--- src/sv/rse_pkg.sv ---
package rse_pkg;

  localparam int DATA_W = 32;
  localparam int OP_W   = 3;
  localparam int ST_W   = 3;
  localparam int ITER_W = 5;

  localparam logic [ITER_W-1:0] ITER_LAST = 5'd31;

  localparam logic [OP_W-1:0] OP_PUSH = 3'd0;
  localparam logic [OP_W-1:0] OP_ADD  = 3'd1;
  localparam logic [OP_W-1:0] OP_SUB  = 3'd2;
  localparam logic [OP_W-1:0] OP_MUL  = 3'd3;
  localparam logic [OP_W-1:0] OP_DIV  = 3'd4;

  localparam logic [ST_W-1:0] ST_OK       = 3'd0;
  localparam logic [ST_W-1:0] ST_FEW      = 3'd1;
  localparam logic [ST_W-1:0] ST_DIVZERO  = 3'd2;
  localparam logic [ST_W-1:0] ST_DEPTH    = 3'd3;
  localparam logic [ST_W-1:0] ST_OVERFLOW = 3'd4;

  typedef enum logic [2:0] {
    S_IDLE,
    S_DECODE,
    S_READ_Y,
    S_READ_X,
    S_ITER,
    S_WRITE,
    S_END
  } state_t;

endpackage

--- src/sv/rpn_stack_evaluator.sv ---
// Postfix expression evaluator. Each input beat is one token: a signed 32-bit number to push
// (op 0) or add, subtract, multiply or divide (op 1 to 4), which pops two entries and pushes
// "first op second" with 32-bit wraparound, division truncating toward zero. A beat with last
// set ends the expression: one output beat carries the remaining value and a status (ok, too
// few operands, divide by zero, final depth not one, overflow); the first error of an
// expression sticks, and stack and error clear for the next expression. Tokens are taken one
// at a time and in_stall stays high while a token is in work. A push or an ignored op code
// is done at decode; add and subtract read both operands, add and write back; multiply and
// divide run one bit per cycle in between through a single shared 33-bit adder (shift-add
// multiply, restoring divide). An operator with too few operands, or any token after an
// error in the same expression, stops at decode, and a divide by zero once its operands
// are read. The operand stack is a memory with one write port and one registered read
// port, so an operator fetches its operands one after the other.
// No clearing pass runs after reset. A finished result waits in the output register while
// the next tokens are taken; only a later last token waits for it to leave.
module rpn_stack_evaluator #(
  parameter int STACK_DEPTH = 16
) (
  input  logic                               clk,
  input  logic                               rst,
  input  logic                               in_valid,
  output logic                               in_stall,
  input  logic        [rse_pkg::OP_W-1:0]    op,
  input  logic signed [rse_pkg::DATA_W-1:0]  value,
  input  logic                               last,
  output logic                               out_valid,
  input  logic                               out_stall,
  output logic signed [rse_pkg::DATA_W-1:0]  answer,
  output logic        [rse_pkg::ST_W-1:0]    status
);
  import rse_pkg::*;

  localparam int IDX_W = (STACK_DEPTH > 1) ? $clog2(STACK_DEPTH) : 1;
  localparam int CNT_W = $clog2(STACK_DEPTH + 1);

  state_t state, state_next;

  logic [CNT_W-1:0]  count, count_next;
  logic [ST_W-1:0]   err, err_next;
  logic [OP_W-1:0]   tok_op, tok_op_next;
  logic [DATA_W-1:0] tok_value, tok_value_next;
  logic              tok_last, tok_last_next;
  logic [DATA_W-1:0] top_val, top_val_next;
  logic [DATA_W-1:0] acc, acc_next;
  logic [DATA_W-1:0] opa, opa_next;
  logic [DATA_W-1:0] opb, opb_next;
  logic              neg, neg_next;
  logic [ITER_W-1:0] iter, iter_next;
  logic [DATA_W-1:0] bottom, bottom_next;
  logic              out_valid_next;
  logic [DATA_W-1:0] answer_next;
  logic [ST_W-1:0]   status_next;

  logic [DATA_W-1:0] stack_mem [STACK_DEPTH];
  logic              mem_we;
  logic [IDX_W-1:0]  mem_waddr;
  logic [IDX_W-1:0]  mem_raddr;
  logic [DATA_W-1:0] mem_wdata;
  logic [DATA_W-1:0] rd_data;

  logic [DATA_W-1:0] unit_a;
  logic [DATA_W-1:0] unit_b;
  logic              unit_sub;
  logic [DATA_W:0]   unit_sum;

  logic [CNT_W-1:0]  cnt_m1;
  logic [CNT_W-1:0]  cnt_m2;
  logic [DATA_W-1:0] op_result;
  logic [ST_W-1:0]   final_status;

  assign in_stall = (state != S_IDLE);
  assign cnt_m1   = count - CNT_W'(1);
  assign cnt_m2   = count - CNT_W'(2);

  // shared adder: add, subtract, multiply step, divide trial subtract
  always_comb begin
    unit_a   = acc;
    unit_b   = opa;
    unit_sub = 1'b0;
    unique case (state)
      S_READ_X: begin
        unit_a   = rd_data;
        unit_b   = top_val;
        unit_sub = (tok_op == OP_SUB);
      end
      S_ITER: begin
        if (tok_op == OP_MUL) begin
          unit_a   = acc;
          unit_b   = opa;
          unit_sub = 1'b0;
        end else begin
          unit_a   = {acc[DATA_W-2:0], opa[DATA_W-1]};
          unit_b   = opb;
          unit_sub = 1'b1;
        end
      end
      default: begin
      end
    endcase
  end

  assign unit_sum = {1'b0, unit_a} + {1'b0, (unit_sub ? ~unit_b : unit_b)}
                    + {{DATA_W{1'b0}}, unit_sub};

  assign op_result = (tok_op == OP_DIV) ? (neg ? (~opa) + DATA_W'(1) : opa) : acc;

  assign final_status = (err != ST_OK) ? err :
                        ((count != CNT_W'(1)) ? ST_DEPTH : ST_OK);

  always_comb begin
    state_next     = state;
    count_next     = count;
    err_next       = err;
    tok_op_next    = tok_op;
    tok_value_next = tok_value;
    tok_last_next  = tok_last;
    top_val_next   = top_val;
    acc_next       = acc;
    opa_next       = opa;
    opb_next       = opb;
    neg_next       = neg;
    iter_next      = iter;
    bottom_next    = bottom;
    answer_next    = answer;
    status_next    = status;
    out_valid_next = out_valid && out_stall;
    mem_we         = 1'b0;
    mem_waddr      = '0;
    mem_wdata      = '0;
    mem_raddr      = '0;

    unique case (state)
      S_IDLE: begin
        if (in_valid) begin
          tok_op_next    = op;
          tok_value_next = value;
          tok_last_next  = last;
          state_next     = S_DECODE;
        end
      end
      S_DECODE: begin
        priority if (err != ST_OK) begin
          state_next = S_END;
        end else if (tok_op == OP_PUSH) begin
          if (count >= CNT_W'(STACK_DEPTH)) begin
            err_next = ST_OVERFLOW;
          end else begin
            mem_we     = 1'b1;
            mem_waddr  = count[IDX_W-1:0];
            mem_wdata  = tok_value;
            count_next = count + CNT_W'(1);
            if (count == '0) begin
              bottom_next = tok_value;
            end
          end
          state_next = S_END;
        end else if (tok_op > OP_DIV) begin
          state_next = S_END;
        end else if (count < CNT_W'(2)) begin
          err_next   = ST_FEW;
          state_next = S_END;
        end else begin
          mem_raddr  = cnt_m1[IDX_W-1:0];
          state_next = S_READ_Y;
        end
      end
      S_READ_Y: begin
        top_val_next = rd_data;
        mem_raddr    = cnt_m2[IDX_W-1:0];
        state_next   = S_READ_X;
      end
      S_READ_X: begin
        unique case (tok_op)
          OP_ADD, OP_SUB: begin
            acc_next   = unit_sum[DATA_W-1:0];
            state_next = S_WRITE;
          end
          OP_MUL: begin
            acc_next   = '0;
            opa_next   = rd_data;
            opb_next   = top_val;
            iter_next  = '0;
            state_next = S_ITER;
          end
          OP_DIV: begin
            if (top_val == '0) begin
              err_next   = ST_DIVZERO;
              state_next = S_END;
            end else begin
              acc_next   = '0;
              opa_next   = rd_data[DATA_W-1] ? (~rd_data) + DATA_W'(1) : rd_data;
              opb_next   = top_val[DATA_W-1] ? (~top_val) + DATA_W'(1) : top_val;
              neg_next   = rd_data[DATA_W-1] ^ top_val[DATA_W-1];
              iter_next  = '0;
              state_next = S_ITER;
            end
          end
          default: begin
            state_next = S_END;
          end
        endcase
      end
      S_ITER: begin
        if (tok_op == OP_MUL) begin
          if (opb[0]) begin
            acc_next = unit_sum[DATA_W-1:0];
          end
          opa_next = {opa[DATA_W-2:0], 1'b0};
          opb_next = {1'b0, opb[DATA_W-1:1]};
        end else begin
          // restoring step: keep the difference when there is no borrow
          acc_next = unit_sum[DATA_W] ? unit_sum[DATA_W-1:0] : unit_a;
          opa_next = {opa[DATA_W-2:0], unit_sum[DATA_W]};
        end
        iter_next = iter + ITER_W'(1);
        if (iter == ITER_LAST) begin
          state_next = S_WRITE;
        end
      end
      S_WRITE: begin
        mem_we     = 1'b1;
        mem_waddr  = cnt_m2[IDX_W-1:0];
        mem_wdata  = op_result;
        count_next = cnt_m1;
        if (cnt_m2 == '0) begin
          bottom_next = op_result;
        end
        state_next = S_END;
      end
      S_END: begin
        if (!tok_last) begin
          state_next = S_IDLE;
        end else if (!(out_valid && out_stall)) begin
          out_valid_next = 1'b1;
          status_next    = final_status;
          answer_next    = (final_status == ST_OK) ? $signed(bottom) : '0;
          count_next     = '0;
          err_next       = ST_OK;
          state_next     = S_IDLE;
        end
      end
      default: begin
        state_next = S_IDLE;
      end
    endcase
  end

  always_ff @(posedge clk) begin
    if (rst) begin
      state <= S_IDLE;
    end else begin
      state <= state_next;
    end
  end

  always_ff @(posedge clk) begin
    if (rst) begin
      count     <= '0;
      err       <= ST_OK;
      out_valid <= 1'b0;
    end else begin
      count     <= count_next;
      err       <= err_next;
      out_valid <= out_valid_next;
    end
  end

  always_ff @(posedge clk) begin
    tok_op    <= tok_op_next;
    tok_value <= tok_value_next;
    tok_last  <= tok_last_next;
    top_val   <= top_val_next;
    acc       <= acc_next;
    opa       <= opa_next;
    opb       <= opb_next;
    neg       <= neg_next;
    iter      <= iter_next;
    bottom    <= bottom_next;
    answer    <= answer_next;
    status    <= status_next;
  end

  always_ff @(posedge clk) begin
    if (mem_we) begin
      stack_mem[mem_waddr] <= mem_wdata;
    end
    rd_data <= stack_mem[mem_raddr];
  end

  a_count_bound: assert property (@(posedge clk) disable iff (rst)
    count <= CNT_W'(STACK_DEPTH))
    else $error("stack count above depth");

  a_err_sticky: assert property (@(posedge clk) disable iff (rst)
    (err != ST_OK && state != S_END) |=> err == $past(err))
    else $error("error code changed inside an expression");

  a_end_emits: assert property (@(posedge clk) disable iff (rst)
    (state == S_END && tok_last && !(out_valid && out_stall)) |=> out_valid)
    else $error("last token gave no result");

  a_err_answer: assert property (@(posedge clk) disable iff (rst)
    (out_valid && status != ST_OK) |-> answer == '0)
    else $error("nonzero answer with error status");

  a_iter_done: assert property (@(posedge clk) disable iff (rst)
    (state == S_ITER && iter == ITER_LAST) |=> state == S_WRITE)
    else $error("iteration did not finish into write");

endmodule

--- config.mk ---
export PLATFORM = sky130hd
export DESIGN_NAME = rpn_stack_evaluator
export DESIGN_NICKNAME = d
export VERILOG_FILES = /design/src/sv/rse_pkg.sv /design/src/sv/rpn_stack_evaluator.sv
export SDC_FILE = /design/constraint.sdc
export NUM_CORES = 1
export LEC_CHECK = 0
export BUFFER_PORTS_ARGS = -buffer_cell sky130_fd_sc_hd__buf_2
export CAP_MARGIN = 20
export CELL_PAD_IN_SITES_DETAIL_PLACEMENT = 0
export CELL_PAD_IN_SITES_GLOBAL_PLACEMENT = 1
export CORE_ASPECT_RATIO = 1.75
export CORE_MARGIN = 2
export CORE_UTILIZATION = 52
export DETAILED_ROUTE_END_ITERATION = 7
export PLACE_DENSITY_LB_ADDON = 0.12
export SYNTH_ARGS = -nofsm -noshare
export SYNTH_HDL_FRONTEND = slang
export SYNTH_SLANG_ARGS = --single-unit
export TNS_END_PERCENT = 5
--- constraint.sdc ---
create_clock -name clk -period 9.1 [get_ports clk]
set_input_delay 0.91 -clock clk [delete_from_list [all_inputs] [get_ports clk]]
set_output_delay 0.91 -clock clk [all_outputs]
set_load 0.05 [all_outputs]
==> impl_metrics.csv <==
group,metric,value,unit
route,viasPerCell,6.25,
setup_path,r2r_cells,16,
clocking,cts_buffers,74,
floorplanning,start_util,52.4,%
status,run_status,"finished, final reports clean",
synthesis,async_reset_ff_share,0,%
power_and_ir_drop,intPower,0.00794,W
floorplanning,die-area,72100,µm²
synthesis,synth-edff-count,749,
finish,layoutNonFillerInstCount,3999,
clocking,htree_levels,3,
job,cap_violations,0,
global_route,grt_pass1_vias,24600,
sta,hold_viol,0,
setup_path,r2r-end,"acc[31]",
route,drt_iter0_drc,2225,
synthesis,synth_cell_type_count,74,
floorplanning,core_area,69300,µm²
hold_path,hold_depth,1,
sta,tightest_slew,1.04,ns
power_and_ir_drop,ir_worst_vdd,0.277,mV
setup_path,crit_arrival,6.55,ns
synthesis,ys.flop_type,"edfxtp_1",
power_and_ir_drop,powerDensity,318,nW/µm²
synthesis,synth_fp_nets,3119,
finish,area_growth,10.4,%
clocking,holdBufCountCts,0,
route,num_vias,25000,
setup_path,crit_end,"acc[31]",
setup_path,cpMostUsedCell,"buf_4",
floorplanning,num_io_pins,77,
clocking,clockBufferDepth,3,
setup_path,critPathCaptureType,"register",
sta,fmax,165,MHz
clocking,root_buffer,"clkbuf_16",
route,wl_per_cell,26.3,µm
finish,layout-drive-gt1-share,9.52,%
clocking,cts_setup_buffers,0,
sta,final.setup.tns,0,ns
sta,min_period_over_period,66.4,%
setup_path,start_kind,"register",
sta,finalWorstSetupSlack,3.06,ns
sta,rsz0062_at_grt,"no",
route,drc,0,
global_route,grt_max_degree,184,
finish,final_util,57.9,%
finish,n_antenna_cell,0,
synthesis,ys_seq_area_share,64.3,%
placed_design,place_congestion,0.971,
placed_design,place_hpwl,65.4,mm
power_and_ir_drop,p_clk_share,24.1,%
setup_path,rrSetupSlack,3.06,ns
sta,max_slew_margin,30.5,%
synthesis,yosysWarningCount,0,
global_route,grt_usage,29.1,%
placed_design,dpl.cell_count,3864,
floorplanning,row_count,128,
placed_design,port_buffers,76,
setup_path,required,9.60,ns
hold_path,hold_path.class,"in2reg",
global_route,antenna_found_initial,1,
power_and_ir_drop,p_sw,0.00481,W
clocking,clk_latency,0.64,ns
route,postRouteAntennaNets,0,
global_route,grt-ovfl-total,0,
setup_path,cp-startpoint,"state[2]",
synthesis,synthCells,3035,
setup_path,crit_fanout,71,
power_and_ir_drop,pwr-share-comb,35.6,%
global_route,grt_pass1_wl,155,mm
setup_path,crit_path_max_incr_delay,0.83,ns
setup_path,rr_startpoint,"state[2]",
power_and_ir_drop,seqPwrFrac,40.3,%
synthesis,syn_area,36400,µm²
finish,nets,3114,
synthesis,ys_ff_latch,793,
setup_path,crit_chain,"nor3b_2 > buf_4 > a21oi_4 > buf_4 > a21oi_1 > mux2i_1 > fa_1 > a211oi_1 > o211ai_1 > nand3_1 > o22ai_1 > or2_1 > a221o_1 > nor2_4 > a22oi_1 > o21ai_1",
route,drt-total-wl,105,mm
synthesis,avgSynthCellArea,12.0,µm²
placed_design,dpl_worst_slack,3.14,ns
sta,clock_skew,0.0190,ns
power_and_ir_drop,p_leak,13.9,nW
clocking,cts_tree,"yes",
setup_path,slowest_stage,"nor2_4",
route,drt_pass1_iterations,5,
floorplanning,fp.dieW,204,µm
sta,post-route-min-period,6.04,ns
clocking,clk_pin_slew,0.07,ns
clocking,numClockSinks,793,
clocking,post_cts_resized,0,
sta,finalSetupViolations,0,
floorplanning,die_h,354,µm
sta,finalMaxSlewViolations,0,
setup_path,crit_type,"reg2reg",
power_and_ir_drop,swShare,37.7,%
cells in the mapped netlist (5+ instances only):
| cell | count | share of area [%] |
|---|---|---|
| a211oi_1 | 162 | 3.3 |
| a21boi_0 | 5 | 0.10 |
| a21o_1 | 94 | 1.9 |
| a21oi_1 | 93 | 1.3 |
| a221oi_1 | 8 | 0.19 |
| a22o_1 | 17 | 0.41 |
| a22oi_1 | 37 | 0.76 |
| a311o_1 | 31 | 0.85 |
| a311oi_1 | 33 | 0.79 |
| a31oi_1 | 88 | 1.5 |
| and2_0 | 42 | 0.72 |
| and2_1 | 91 | 1.6 |
| and3_1 | 10 | 0.17 |
| buf_1 | 18 | 0.19 |
| buf_2 | 12 | 0.17 |
| clkbuf_1 | 173 | 1.8 |
| dfxtp_1 | 44 | 2.4 |
| edfxtp_1 | 749 | 62 |
| ha_1 | 43 | 1.5 |
| inv_1 | 23 | 0.24 |
| mux2i_1 | 9 | 0.25 |
| nand2_1 | 566 | 5.8 |
| nand2b_1 | 12 | 0.21 |
| nand3_1 | 56 | 0.77 |
| nand4_1 | 10 | 0.17 |
| nor2_1 | 126 | 1.3 |
| nor2b_1 | 6 | 0.10 |
| nor3_1 | 19 | 0.26 |
| nor3b_1 | 5 | 0.10 |
| nor4_1 | 8 | 0.14 |
| o211ai_1 | 39 | 0.81 |
| o21ai_0 | 110 | 1.5 |
| o21ai_1 | 26 | 0.36 |
| o22ai_1 | 8 | 0.14 |
| o31ai_1 | 20 | 0.41 |
| o41ai_1 | 8 | 0.19 |
| or2_2 | 6 | 0.10 |
| or3_1 | 18 | 0.31 |
| or4_1 | 13 | 0.27 |
| xnor2_1 | 51 | 1.2 |
| xor2_1 | 91 | 2.2 |
state kept, by name (all words and copies together) (netlist names):
signal,cells
answer,32
bottom,32
err,3
opa,32
acc,32
state,3
tok_value,32
stack_mem,512
top_val,32
count,5
out_valid,1
tok_last,1
neg,1
opb,32
status,3
tok_op,3
iter,5
rd_data,32
final cells by class:
| cell class | instances | area, µm² |
|---|---|---|
| clock buffer | 96 | 2040 |
| tap | 910 | 1140 |
| multi-input combinational | 2013 | 12400 |
| sequential | 793 | 23400 |
| fill | 5633 | 29200 |
| timing repair buffer | 124 | 778 |
| inverter | 24 | 90.1 |
| clock inverter | 39 | 344 |
how the worst min path moves through the flow:
stage | start | to | slack, ns
6_report | value[3] | tok_value[3] | 0.44
5_1_grt | value[29] | tok_value[29] | 0.43
4_1_cts | value[3] | tok_value[3] | 0.41
3_5_place_dp | err[2] | status[2] | 0.48
3_3_place_gp | err[2] | err[2] | 0.48
2_1_floorplan | rd_data[23] | top_val[23] | 0.41
through the flow:
step | hold WS [ns] | total power, W | area (µm²)
2_1_floorplan | 0.406 | 0.00819 | 36400
5_1_grt | 0.428 | 0.0134 | 40100
3_3_place_gp | 0.477 | 0.00961 | 37800
6_report | 0.442 | 0.0128 | 40100
4_1_cts | 0.410 | 0.0127 | 40100
3_5_place_dp | 0.478 | 0.00967 | 37800
cells in the final DEF, fill, tap and decap left out, types with 19 or more instances in the layout:
cell type and instances:
a311o_1 31, a311oi_1 33, xor2_1 91, o21ai_1 26, clkbuf_16 77, o31ai_1 20, a21o_1 94, buf_2 76
a21oi_1 89, o21ai_0 110, dfxtp_1 44, a31oi_1 87, a211oi_1 162, buf_4 45, nor2_1 108, and2_1 90
xnor2_1 51, nand2_1 564, ha_1 43, inv_1 23, a22oi_1 36, nor3_1 19, edfxtp_1 749, nand3_1 56
and2_0 42, o211ai_1 39
critical path, delay by kind of cell (launching register included):
family | cells | cell delay [ns]
AOI/OAI and AO/OA | 8 | 2.02
and+or+nand+nor | 4 | 1.63
buffers and inverters | 2 | 0.91
DFF | 1 | 0.65
adders and majority gates | 1 | 0.48
muxes | 1 | 0.19
power groups by stage:
stage	clock (W)	sequential, W	combinational, W
global route	0.00325	0.00517	0.00496
finish	0.00307	0.00514	0.00454
global placement	0	0.00519	0.00441
CTS	0.00313	0.00512	0.00450
detailed placement	0	0.00519	0.00447
floorplan	0	0.00497	0.00322
cell families (layout without fill, tap and decap cells):
group / count (synthesis) / count (layout) / share of synthesized area [%]
xor+xnor: 142 / 142 / 3.42
flops: 793 / 793 / 64.3
simple gates: 1004 / 1004 / 12.5
buf+inv: 229 / 283 / 2.43
fa+ha+maj: 44 / 44 / 1.53
compound gates: 814 / 814 / 15.6
mux: 9 / 9 / 0.248
metal layers:
metal	global-route usage, %	part of all wire (%)	vias to the layer above
met5	0	0	-
met2	50.5	51	843
li1	-	-	11400
met4	12.6	4.1	0
met3	3.26	5.1	216
met1	36.7	40	12600
(Power assumes the default switching activity.)
